File: src/rtl/core/gfrss_ram.sv
// ---------------------------------------------------------------------------
// gfrss_ram
// generic one-write one-read ram with registered read data
// ---------------------------------------------------------------------------
`default_nettype none

module gfrss_ram #(
   parameter int WIDTH = 8,
   parameter int DEPTH = 16,
   localparam int ADDR_BITS = $clog2(DEPTH)
) (
   input  wire logic                 clock,
   input  wire logic                 wr_en,
   input  wire logic [ADDR_BITS-1:0] wr_addr,
   input  wire logic [WIDTH-1:0]     wr_data,
   input  wire logic                 rd_en,
   input  wire logic [ADDR_BITS-1:0] rd_addr,
   output logic      [WIDTH-1:0]     rd_data
);

   logic [WIDTH-1:0] mem_ff [DEPTH];

   always_ff @(posedge clock) begin
      if (wr_en) begin
         mem_ff[wr_addr] <= wr_data;
      end
      if (rd_en) begin
         rd_data <= mem_ff[rd_addr];
      end
   end

endmodule

`default_nettype wire

File: config.mk
export PLATFORM = sky130hd
export DESIGN_NAME = gfrss_ram
export DESIGN_NICKNAME = d
export VERILOG_FILES = /design/src/rtl/core/gfrss_ram.sv
export SDC_FILE = /design/constraint.sdc
export NUM_CORES = 1
export LEC_CHECK = 0
export BUFFER_PORTS_ARGS = -buffer_cell sky130_fd_sc_hd__buf_2
export CELL_PAD_IN_SITES_DETAIL_PLACEMENT = 0
export CELL_PAD_IN_SITES_GLOBAL_PLACEMENT = 1
export CORE_ASPECT_RATIO = 0.6
export CORE_MARGIN = 2
export CORE_UTILIZATION = 53
export CTS_CLUSTER_DIAMETER = 150
export DETAILED_ROUTE_END_ITERATION = 16
export PLACE_DENSITY_LB_ADDON = 0.1
export SLEW_MARGIN = 40
export SYNTH_ARGS = -nofsm -noshare
export SYNTH_HDL_FRONTEND = slang
export SYNTH_SLANG_ARGS = --single-unit
File: constraint.sdc
create_clock -name clock -period 2.35 [get_ports clock]
set_input_delay 0.47 -clock clock [delete_from_list [all_inputs] [get_ports clock]]
set_output_delay 0.47 -clock clock [all_outputs]
set_load 0.01 [all_outputs]
Yosys cells after proc, flatten, opt, wreduce, memory -nomap -nowiden
Memories as Yosys holds them, arrays and structs flattened. A register that Yosys moved wholly into a read port is not among the register bits. Cells that the tools add are included.

Register bits: 0. Bits in latches: 0. Bits in writable memories: 128. Memory bits (read-only): 0. Input port bits: 19. Logic and storage cells: 3. Memories: 1.

Add/sub/neg operators: 0. Multipliers: 0. Divide/modulo/power cells: 0. Order comparisons: 0. Equal/unequal tests: 0. Shift operators: 0. Muxes and demuxes: 2. Bitwise logic cells: 0. Reductions and logical operators: 0.

Memory list: mem_ff (depth 16, width 8, rd ports 1, clocked after memory_dff 1, wr ports 1, RTL line 21) `logic [WIDTH-1:0] mem_ff [DEPTH];`.

Operators with widths (count): 1-bit 2-to-1 mux (2).

Logic depth before layout (Yosys ltp)
Word-level depth: 2. Mapped depth: 5. Depth with buffers taken out: 3.

Least setup slack after synthesis
OpenSTA, ideal clock, no wires.

Path type: input port to flip-flop. From: in wr_addr[2]. To: mem mem_ff[0][0] (enable). Data arrival time: 1.580 ns. Required time: 1.967 ns. Path slack: 0.387 ns. Stages: 2. Path through: or3b_2 > nor3_1.

RTL lines: from (decl) (RTL line 14) `input wire logic [ADDR_BITS-1:0] wr_addr,`; to (decl) (RTL line 21).

Straight into the memory's write port.

==> results.py <==
metrics = {
    "setup_path": {
        "required_ns": 2.51,
        "crit_type": "input port to flip-flop",
        "worst_ep_arrival_time_ns": 1.76,
        "max_stage_delay_ns": 0.60,
        "path_max_fanout": 32,
        "cp.buffers_inverters": 2,
        "cp.depth": 5,
        "r2r_cells": 3,
        "slowest_stage": "mux4_1",
        "crit_chain": "buf_2 -> buf_12 -> mux4_1 -> a22oi_1 -> nand2_1",
        "start_kind": "input port",
        "crit_family": "multiplexers",
        "end_kind": "flip-flop",
    },
    "drt": {
        "drt-pass1-iter-count": 4,
        "wire_per_inst_um": 23.3,
        "vias_per_cell": 5.76,
        "vias": 2490,
        "first_iter_violations": 251,
        "drc": 0,
        "ant_nets": 0,
        "wirelength_mm": 10.0,
    },
    "die": {
        "io_pins": 27,
        "rows": 28,
        "die_x_um": 132,
        "core_area_mm2": 0.00974,
        "start_util_pct": 53.7,
        "dieArea_mm2": 0.0107,
        "fp.dieH_um": 80.9,
    },
    "cells_and_area": {
        "fill_cells": 690,
        "fin_nets": 303,
        "layout_common_cells": "136 x edfxtp_1, 26 x buf_2, 18 x mux4_2, 18 x buf_4, 17 x clkbuf_16",
        "final_common_cell": "edfxtp_1",
        "drive_gt1_share_pct": 30.3,
        "fin_util_pct": 63.5,
        "final_cells": 432,
        "syn2layout_area_growth_pct": 18.3,
        "design_area_mm2": 0.00618,
        "n_antenna_cell": 0,
    },
    "grt": {
        "grt_use_total_pct": 20.6,
        "grt_start_max_net_pins": 33,
        "grt_pass1_vias": 2424,
        "grt_pass1_wl_mm": 14.9,
        "antenna_found_initial": 0,
        "gr-total-overflow": 0,
    },
    "sta": {
        "fin_ws_ns": 0.746,
        "fin_crit_sh_pct": 68.3,
        "hold_violations": 0,
        "max_freq_mhz": 623,
        "fin_hold_ws_ns": 0.432,
        "rsz0062_at_grt": "false",
        "slew_violations": 0,
        "finClkSkew_ns": 0.00737,
        "final.setup.tns_ns": 0,
        "max_slew_margin_pct": 50.4,
        "fin_crit_ns": 1.60,
        "setup_viol": 0,
        "tightestPinTransition_ns": 0.741,
    },
    "power": {
        "pwr_density_cell_mw_per_mm2": 900,
        "ir_drop_v": 0.000519,
        "leakage_nw": 2.10,
        "power_mw": 5.57,
    },
    "synthesis": {
        "synth.area.mux_share_pct": 14.8,
        "ys_ff_latch": 136,
        "netlist_area_mm2": 0.00523,
        "syn-instance-count": 229,
        "synthAdderAreaFrac_pct": 0,
        "synthXorXnorAreaFrac_pct": 0,
        "avgSynthCellArea_um2": 22.8,
        "synth-simple-area-share_pct": 3.14,
        "syn-num-nets": 248,
        "ys_seq_area_share_pct": 78.1,
        "synth_top_family_by_area": "multiplexers",
        "synth.distinct_cells": 18,
        "synth-warning-count": 0,
        "synth_compound_area_share_pct": 2.30,
    },
    "clock_tree": {
        "clock_latency_ns": 0.41,
        "cts_root_buffer": "clkbuf_16",
        "cts_buffers": 17,
        "clkSinkCount": 136,
        "cts.path.max_buffers": 2,
        "htreeDepth": 4,
        "tritoncts": "yes",
        "clk_pin_slew_ns": 0.06,
        "cts-resized-gates": 0,
        "postCtsSetupBuffers": 0,
        "ctsHoldBuffers": 0,
    },
    "place": {
        "portBuffers": 26,
        "place_area_mm2": 0.00562,
        "post-place-cells": 400,
        "gp_congestion": 0.738,
        "place_hpwl_mm": 6.44,
        "dp_slack_ns": 0.279,
    },
    "hold_path": {
        "hold_path_class": "input port to flip-flop",
        "holdPathStages": 1,
    },
    "flow_run": {
        "drv_cap": 0,
    },
    "run_status": {
        "status": "finished clean",
    },
}
state kept, by name, indices dropped and copies added (netlist names):
name,flops
mem_ff,128
rd_data,8
Yosys cell counts, drive strengths merged:
cell type	n	area share [%]
nor3	4	0.38
mux4	32	15
nand3	1	0.096
nor2	13	0.93
nand2	9	0.65
and2b	1	0.14
a22oi	16	2.3
edfxtp	136	78
nor2b	1	0.12
and2	1	0.12
buf	7	1.1
clkdlybuf4s25	3	0.57
nand2b	2	0.24
or3b	1	0.17
nand3b	2	0.29
worst paths after layout:
kind	from	end	slack [ns]
min	rd_en	rd_data[4]$_DFFE_PP_	0.43
max	rd_addr[0]	rd_data[3]$_DFFE_PP_	0.75
min reg2reg	mem_ff[4][3]$_DFFE_PP_	rd_data[3]$_DFFE_PP_	0.75
max reg2reg	mem_ff[9][3]$_DFFE_PP_	rd_data[3]$_DFFE_PP_	0.89
metal layers:
metal | part of all wire (%) | track usage, % | vias up
met3 | 8.8 | 6.12 | 14
met2 | 41 | 26.9 | 105
li1 | - | - | 1094
met1 | 48 | 32.2 | 1277
met4 | 1.6 | 8.60 | 0
met5 | 0 | 0 | -
cells by family after synthesis:
logic type	count (synthesis)
flops	136
buf+inv	10
compound gates	16
simple gates	35
mux	32
cell type report:
cell class                      count  area [um^2]  share of cell area, %
Tap cell                          135          169                   2.73
Clock inverter                     12          133                   2.14
Clock buffer                       20          437                   7.06
Multi-Input combinational cell     83         1060                   17.1
Timing Repair Buffer               46          305                   4.94
Sequential cell                   136         4080                   66.0
worst register-to-register path, cell delays in order, from the launching register on:
cell and delay (ns):
edfxtp_1 0.35, mux4_1 0.52, a22oi_1 0.27, nand2_1 0.07
power breakdown:
| group | switching, mW | internal, mW | total, mW |
|---|---|---|---|
| logic | 0.145 | 0.108 | 0.253 |
| clock network | 0.922 | 1.64 | 2.57 |
| registers | 0.0161 | 2.73 | 2.75 |
| total | 1.08 | 4.49 | 5.57 |
(Power assumes the default switching activity.)
