### config.mk
export PLATFORM = sky130hd
export DESIGN_NAME = gfrss_ctrl
export DESIGN_NICKNAME = d
export VERILOG_FILES = /design/src/rtl/core/gfrss_pkg.sv /design/src/rtl/core/gfrss_ctrl.sv
export SDC_FILE = /design/constraint.sdc
export NUM_CORES = 1
export LEC_CHECK = 0
export ABC_AREA = 0
export BUFFER_PORTS_ARGS = -buffer_cell sky130_fd_sc_hd__buf_4
export CORE_AREA = 5 5 42 44
export DETAILED_ROUTE_END_ITERATION = 12
export DIE_AREA = 0 0 47 49
export SETUP_SLACK_MARGIN = 0.4
export SYNTH_ARGS = -nofsm -noshare
export SYNTH_HDL_FRONTEND = slang
export SYNTH_SLANG_ARGS = --single-unit
### constraint.sdc
create_clock -name clock -period 1.4 [get_ports clock]
set_input_delay 0.14 -clock clock [delete_from_list [all_inputs] [get_ports clock]]
set_output_delay 0.14 -clock clock [all_outputs]
set_load 0.01 [all_outputs]
### src/rtl/core/gfrss_pkg.sv
// ---------------------------------------------------------------------------
// gfrss_pkg
// constants, codes, types and helpers of the free rectangle core
// ---------------------------------------------------------------------------
`default_nettype none

package gfrss_pkg;

   localparam int MAX_ENTRIES    = 64;
   localparam int COORD_BITS     = 16;
   localparam int FIELD_BITS     = 16;
   localparam int IDX_FIELD_BITS = 6;
   localparam int IDX_BITS       = $clog2(MAX_ENTRIES);
   localparam int CNT_BITS       = $clog2(MAX_ENTRIES + 1);
   localparam int ENTRY_BITS     = 4 * COORD_BITS;
   localparam int SCORE_BITS     = 2 * COORD_BITS;

   // item kinds
   localparam logic [1:0] KIND_CLEAR  = 2'd0;
   localparam logic [1:0] KIND_APPEND = 2'd1;
   localparam logic [1:0] KIND_QUERY  = 2'd2;

   // result status codes
   localparam logic [1:0] STATUS_OK     = 2'd0;
   localparam logic [1:0] STATUS_NO_FIT = 2'd1;
   localparam logic [1:0] STATUS_FULL   = 2'd2;

   // fit heuristics
   localparam logic [1:0] FIT_AREA  = 2'd0;
   localparam logic [1:0] FIT_SHORT = 2'd1;
   localparam logic [1:0] FIT_LONG  = 2'd2;

   typedef struct packed {
      logic [COORD_BITS-1:0] x;
      logic [COORD_BITS-1:0] y;
      logic [COORD_BITS-1:0] w;
      logic [COORD_BITS-1:0] h;
   } rect_type;

   localparam rect_type RECT_NONE = '0;

   typedef struct packed {
      logic [1:0]                status;
      logic [IDX_FIELD_BITS-1:0] chosen_index;
      logic                      rect_valid;
      logic [FIELD_BITS-1:0]     out_x;
      logic [FIELD_BITS-1:0]     out_y;
      logic [FIELD_BITS-1:0]     out_w;
      logic [FIELD_BITS-1:0]     out_h;
      logic                      last;
   } result_type;

   // controller to datapath
   typedef struct packed {
      logic take_clear;
      logic take_append;
      logic take_query;
      logic scan_rd;
      logic do_split;
      logic load_first;
      logic load_second;
   } dp_cmd_type;

   // datapath to controller
   typedef struct packed {
      logic scan_done;
      logic two_results;
      logic out_free;
   } dp_stat_type;

   function automatic logic [COORD_BITS-1:0] sat_add(input logic [COORD_BITS-1:0] a,
                                                     input logic [COORD_BITS-1:0] b);
      logic [COORD_BITS:0] s;
      s = {1'b0, a} + {1'b0, b};
      return s[COORD_BITS] ? {COORD_BITS{1'b1}} : s[COORD_BITS-1:0];
   endfunction

   function automatic result_type make_result(input logic [1:0]                status,
                                              input logic [IDX_FIELD_BITS-1:0] idx,
                                              input logic                      valid,
                                              input rect_type                  r,
                                              input logic                      last);
      result_type res;
      res.status       = status;
      res.chosen_index = idx;
      res.rect_valid   = valid;
      res.out_x        = valid ? FIELD_BITS'(r.x) : '0;
      res.out_y        = valid ? FIELD_BITS'(r.y) : '0;
      res.out_w        = valid ? FIELD_BITS'(r.w) : '0;
      res.out_h        = valid ? FIELD_BITS'(r.h) : '0;
      res.last         = last;
      return res;
   endfunction

endpackage

`default_nettype wire

### src/rtl/core/gfrss_ctrl.sv
// ---------------------------------------------------------------------------
// gfrss_ctrl
// item sequencer: accept, scan, split and result hand-off
// ---------------------------------------------------------------------------
`default_nettype none

module gfrss_ctrl (
   input  wire logic                   clock,
   input  wire logic                   reset,
   input  wire logic                   req_valid,
   input  wire logic [1:0]             req_kind,
   output logic                        req_ready,
   input  wire gfrss_pkg::dp_stat_type stat,
   output gfrss_pkg::dp_cmd_type       cmd
);

   import gfrss_pkg::*;

   localparam logic [2:0] ST_IDLE  = 3'd0;
   localparam logic [2:0] ST_SCAN  = 3'd1;
   localparam logic [2:0] ST_DRAIN = 3'd2;
   localparam logic [2:0] ST_SPLIT = 3'd3;
   localparam logic [2:0] ST_EMIT1 = 3'd4;
   localparam logic [2:0] ST_EMIT2 = 3'd5;

   logic [2:0] state_ff;
   logic [2:0] state_in;
   logic       accept;

   always_comb begin
      cmd       = '0;
      state_in  = state_ff;
      req_ready = (state_ff == ST_IDLE);
      accept    = req_valid && req_ready;
      unique case (state_ff)
         ST_IDLE: begin
            if (accept) begin
               unique case (req_kind)
                  KIND_CLEAR: begin
                     cmd.take_clear = 1'b1;
                     state_in       = ST_EMIT1;
                  end
                  KIND_APPEND: begin
                     cmd.take_append = 1'b1;
                     state_in        = ST_EMIT1;
                  end
                  KIND_QUERY: begin
                     cmd.take_query = 1'b1;
                     state_in       = ST_SCAN;
                  end
                  default: ;  // unused kind, dropped
               endcase
            end
         end
         ST_SCAN: begin
            if (stat.scan_done) begin
               state_in = ST_DRAIN;
            end else begin
               cmd.scan_rd = 1'b1;
            end
         end
         ST_DRAIN: begin
            state_in = ST_SPLIT;
         end
         ST_SPLIT: begin
            cmd.do_split = 1'b1;
            state_in     = ST_EMIT1;
         end
         ST_EMIT1: begin
            if (stat.out_free) begin
               cmd.load_first = 1'b1;
               state_in       = stat.two_results ? ST_EMIT2 : ST_IDLE;
            end
         end
         ST_EMIT2: begin
            if (stat.out_free) begin
               cmd.load_second = 1'b1;
               state_in        = ST_IDLE;
            end
         end
         default: begin
            state_in = ST_IDLE;
         end
      endcase
   end

   always_ff @(posedge clock) begin
      if (reset) begin
         state_ff <= ST_IDLE;
      end else begin
         state_ff <= state_in;
      end
   end

endmodule

`default_nettype wire

# Yosys cells after proc, flatten, opt, wreduce, memory -nomap -nowiden

Cells that the tools add are included.

Equal/unequal tests: 12
Multiplexer cells: 18
Reduce and logical (&&, ||, !) cells: 5

Operators with widths:

| operator             | number |
|---|---|
| $mux W3              | 7 |
| $pmux W3 S6          | 1 |
| $mux W1              | 9 |
| $eq A3 B2 Y1 const B | 2 |
| $eq A3 B3 Y1 const B | 2 |
| $ne A2 B2 Y1 const B | 3 |
| $pmux W3 S2          | 1 |
| $reduce_and A5 Y1    | 1 |
| $eq A3 B1 Y1 const B | 1 |
| $logic_not A3 Y1     | 1 |
| $ne A3 B2 Y1 const B | 1 |
| $eq A2 B1 Y1 const B | 1 |
| $eq A2 B2 Y1 const B | 1 |
| $logic_not A2 Y1     | 1 |
| $ne A2 B1 Y1 const B | 1 |
| $reduce_or A2 Y1     | 1 |
| $logic_and A1 B1 Y1  | 1 |

Bits in registers: 3
Bits of input ports: 8
Output and inout port bits: 8
Logic and storage cells: 36

# Longest topological paths before layout

Depth after elaboration: 5
Gate-level depth with buffers: 5
Depth with buffers taken out: 4

# Least setup slack after synthesis

No wires, ideal clock.

Kind: register -> output
Start: register state_ff[0]
End: output port cmd[5] (netlist bit)
Data arrival time: 1.120 ns
Required time: 1.260 ns
Setup slack: 0.140 ns
Stages on the path, launching flop included: 5
Path buffers: 1
Path through: dfxtp_1 > buf_6 > nor3_2 > nand2_1 > nor3b_1

RTL lines:

| item                     | RTL line         | source |
|---|---|---|
| start: declaration       | gfrss_ctrl.sv:26 | `logic [2:0] state_ff;` |
| start signal: assignment | gfrss_ctrl.sv:91 | `state_ff <= state_in;` |
| end: declaration         | gfrss_ctrl.sv:14 | `output gfrss_pkg::dp_cmd_type cmd` |

==> metrics.cfg <==
[clock_tree]
worst_skew_pair.late_latency_ps=240
clkTransAtPathRegs_ps=40
postCtsHoldBufs=0
clock-sinks=3
htree_levels=1
cts_max_path_buffers=2
cts-root-buf=clkbuf_4
cts_inserted_buffers=3
cts_tree=built

[setup_path]
end_kind=output pin
path_cells=nor3_4, nand2_2, nor3b_2, buf_4
rr_worst_depth=5
max_stage_delay_ps=360
timing.rr.end=state_ff[0]$_SDFFE_PP0P_
critPathMaxFanout=4
cp-start-kind=register
regToRegSetupSlack_ps=200
path_class=reg -> out
r2r_start=state_ff[1]$_SDFFE_PP0P_
cp.required_ps=1260
cp.arrival_ps=1200
critPathSlowestCell=dfxtp_4
worstSetupStartpoint=state_ff[1]$_SDFFE_PP0P_

[power]
clockPowerShare_pct=22.7
p_per_area_mw_per_mm2=1180
ir_drop_mv=0.488
comb_power_share_pct=55.3
switching_power_uw=267
seqPwrFrac_pct=22.0
swShare_pct=38.2
power.leakage_uw=0.000270
p_int_uw=432

[detailed_routing]
wl_um=1010
vias=367
ant_nets=0
drc_errors=0
first_pass_iters=4
wire_per_inst_um=12.8
vias_per_cell=4.65
first_iter_violations=4

[floorplanning]
die_area_mm2=0.00230
pin_count=16
die_w_um=47
fp.dieH_um=49
start_util_pct=21.4
rows=14
fp.coreArea_mm2=0.00140

[global_route]
gr-usage-all-layers_pct=8.82
antenna_found_initial=0
grt_pass1_vias=321
grt_first_pass_wirelength_um=1490
grt_start_max_net_pins=9
grt_overflow=0

[logic_synthesis]
synth_top_area_cell=dfxtp_1
synth_top_area_share_pct=20.0
yosysUniqueCellTypes=22
postSynthAreaPerCell_um2=7.51
yosys_register_bits=3
syn_inst=40
synth_area_um2=300
ys_warn_count=0
ys_seq_area_share_pct=20.0
synth_area_leaders=dfxtp_1 (20%), nand2_1 (10%), buf_6 (7.5%)
syn-num-nets=48

[timing]
timing.fmax_mhz=747
hold_violations=0
period_needed_ps=1340
maxSlewViolCount=0
setup_ws_ps=61.1
skew_ps=3.44
grt_setup_unrepaired=yes
finalSetupTns_ps=0
slew_headroom_pct=85.7
setup-violations-final=0
finalHoldWorstSlack_ps=79.8
worst_pin_slew_ps=213
period_share_pct=95.6

[placement]
place_hpwl_um=589
postPlaceCellArea_um2=439
place_congestion=0.679
port-buffer-count=15
placedCellCount=69
pre_cts_ws_ps=180

[hold_path]
hp-class=in -> reg
hp-start=reset
hold-path-cell-count=2
hold_path_end=state_ff[1]$_SDFFE_PP0P_

[flow_run]
drv_cap=0

[final_layout]
regMostFlops=state_ff
finalNonFillerCells=79
drive_gt1_share_pct=71.4
fillers=149
design_area_um2=592
largest_reg_flops=3
reg.largest.list=state_ff (3)
num_antenna_cells=0
syn_to_final_growth_pct=97.1
layout.nets=72

[status]
status=complete, no violations

synth_stat cells, drive strengths merged:
master	n
inv	3
nor3	3
o21bai	1
nand2	8
a211oi	2
mux2	1
o21ai	2
nand2b	2
and3	1
a21o	1
nor3b	1
mux2i	1
o22ai	1
nor2	5
nor4b	1
dfxtp	3
and2b	1
buf	2
a21oi	1
kinds of logic (layout without fill, tap and decap cells):
family / after synthesis / count (layout) / share of synthesized area (%)
AO/OA/AOI/OAI: 8 / 8 / 23.3
buffers and inverters: 5 / 28 / 11.2
flip-flops: 3 / 3 / 20.0
multiplexers: 2 / 2 / 7.08
AND/OR/NAND/NOR: 22 / 22 / 38.3
critical path, delay by kind of cell, from the launching register on:
family,cells,cell delay [ps]
buffers and inverters,1,140
flip-flops,1,360
AND/OR/NAND/NOR,3,470
layout by cell type (no fill, tap or decap), types with 2 or more instances in the layout:
cell type and n:
nor2_2 3, buf_4 15, buf_6 5, nand2_2 3, nor3_4 2, dfxtp_4 3, o21ai_0 2, nand2_1 5
nand2b_1 2, inv_1 2, clkbuf_4 3
routing by layer:
metal | vias up | global-route usage (%) | wire (um)
met5 | - | 0 | 0
met4 | 0 | 2.76 | 0
met3 | 0 | 1.85 | 57
met2 | 14 | 14.0 | 577
met1 | 174 | 11.5 | 373
li1 | 179 | - | -
power by group through the flow:
stage / Combinational (uW) / Sequential (uW) / Clock [uW]
after CTS: 320 / 146 / 157
after floorplan: 214 / 128 / 0
final: 386 / 154 / 158
after global routing: 420 / 158 / 168
after global placement: 256 / 156 / 0
after detailed placement: 257 / 158 / 0
area by class of cell:
type	count	area (um2)	share of cell area, %
Sequential cell	3	71.3	12.1
Multi-Input combinational cell	32	279	47.1
Tap cell	16	20.0	3.38
Timing Repair Buffer	21	184	31.1
Inverter	3	11.3	1.90
Clock buffer	4	26.3	4.44
what timing repair did:
item / 4_1_cts / 5_1_grt
pin swaps: 6 / 6
endpoints found under the setup margin: 10 / 11
cloned: 0 / 0
setup buffers: 4 / 2
resized for setup: 11 / 12
per-stage QoR:
step	total power [uW]	util, %
floorplan	342	-
global placement	412	31.3
detailed placement	416	31.3
CTS	622	37.8
global route	746	42.2
finish	698	42.2
worst max path at each step:
stage	to	slack [ps]	cells after the start
after global routing	cmd[5]	6	4
after CTS	cmd[5]	70	4
after global placement	cmd[0]	190	3
after detailed placement	cmd[0]	180	3
after floorplan	cmd[5]	280	4
final	cmd[5]	60	4
Power figures use the tool's default switching activity.
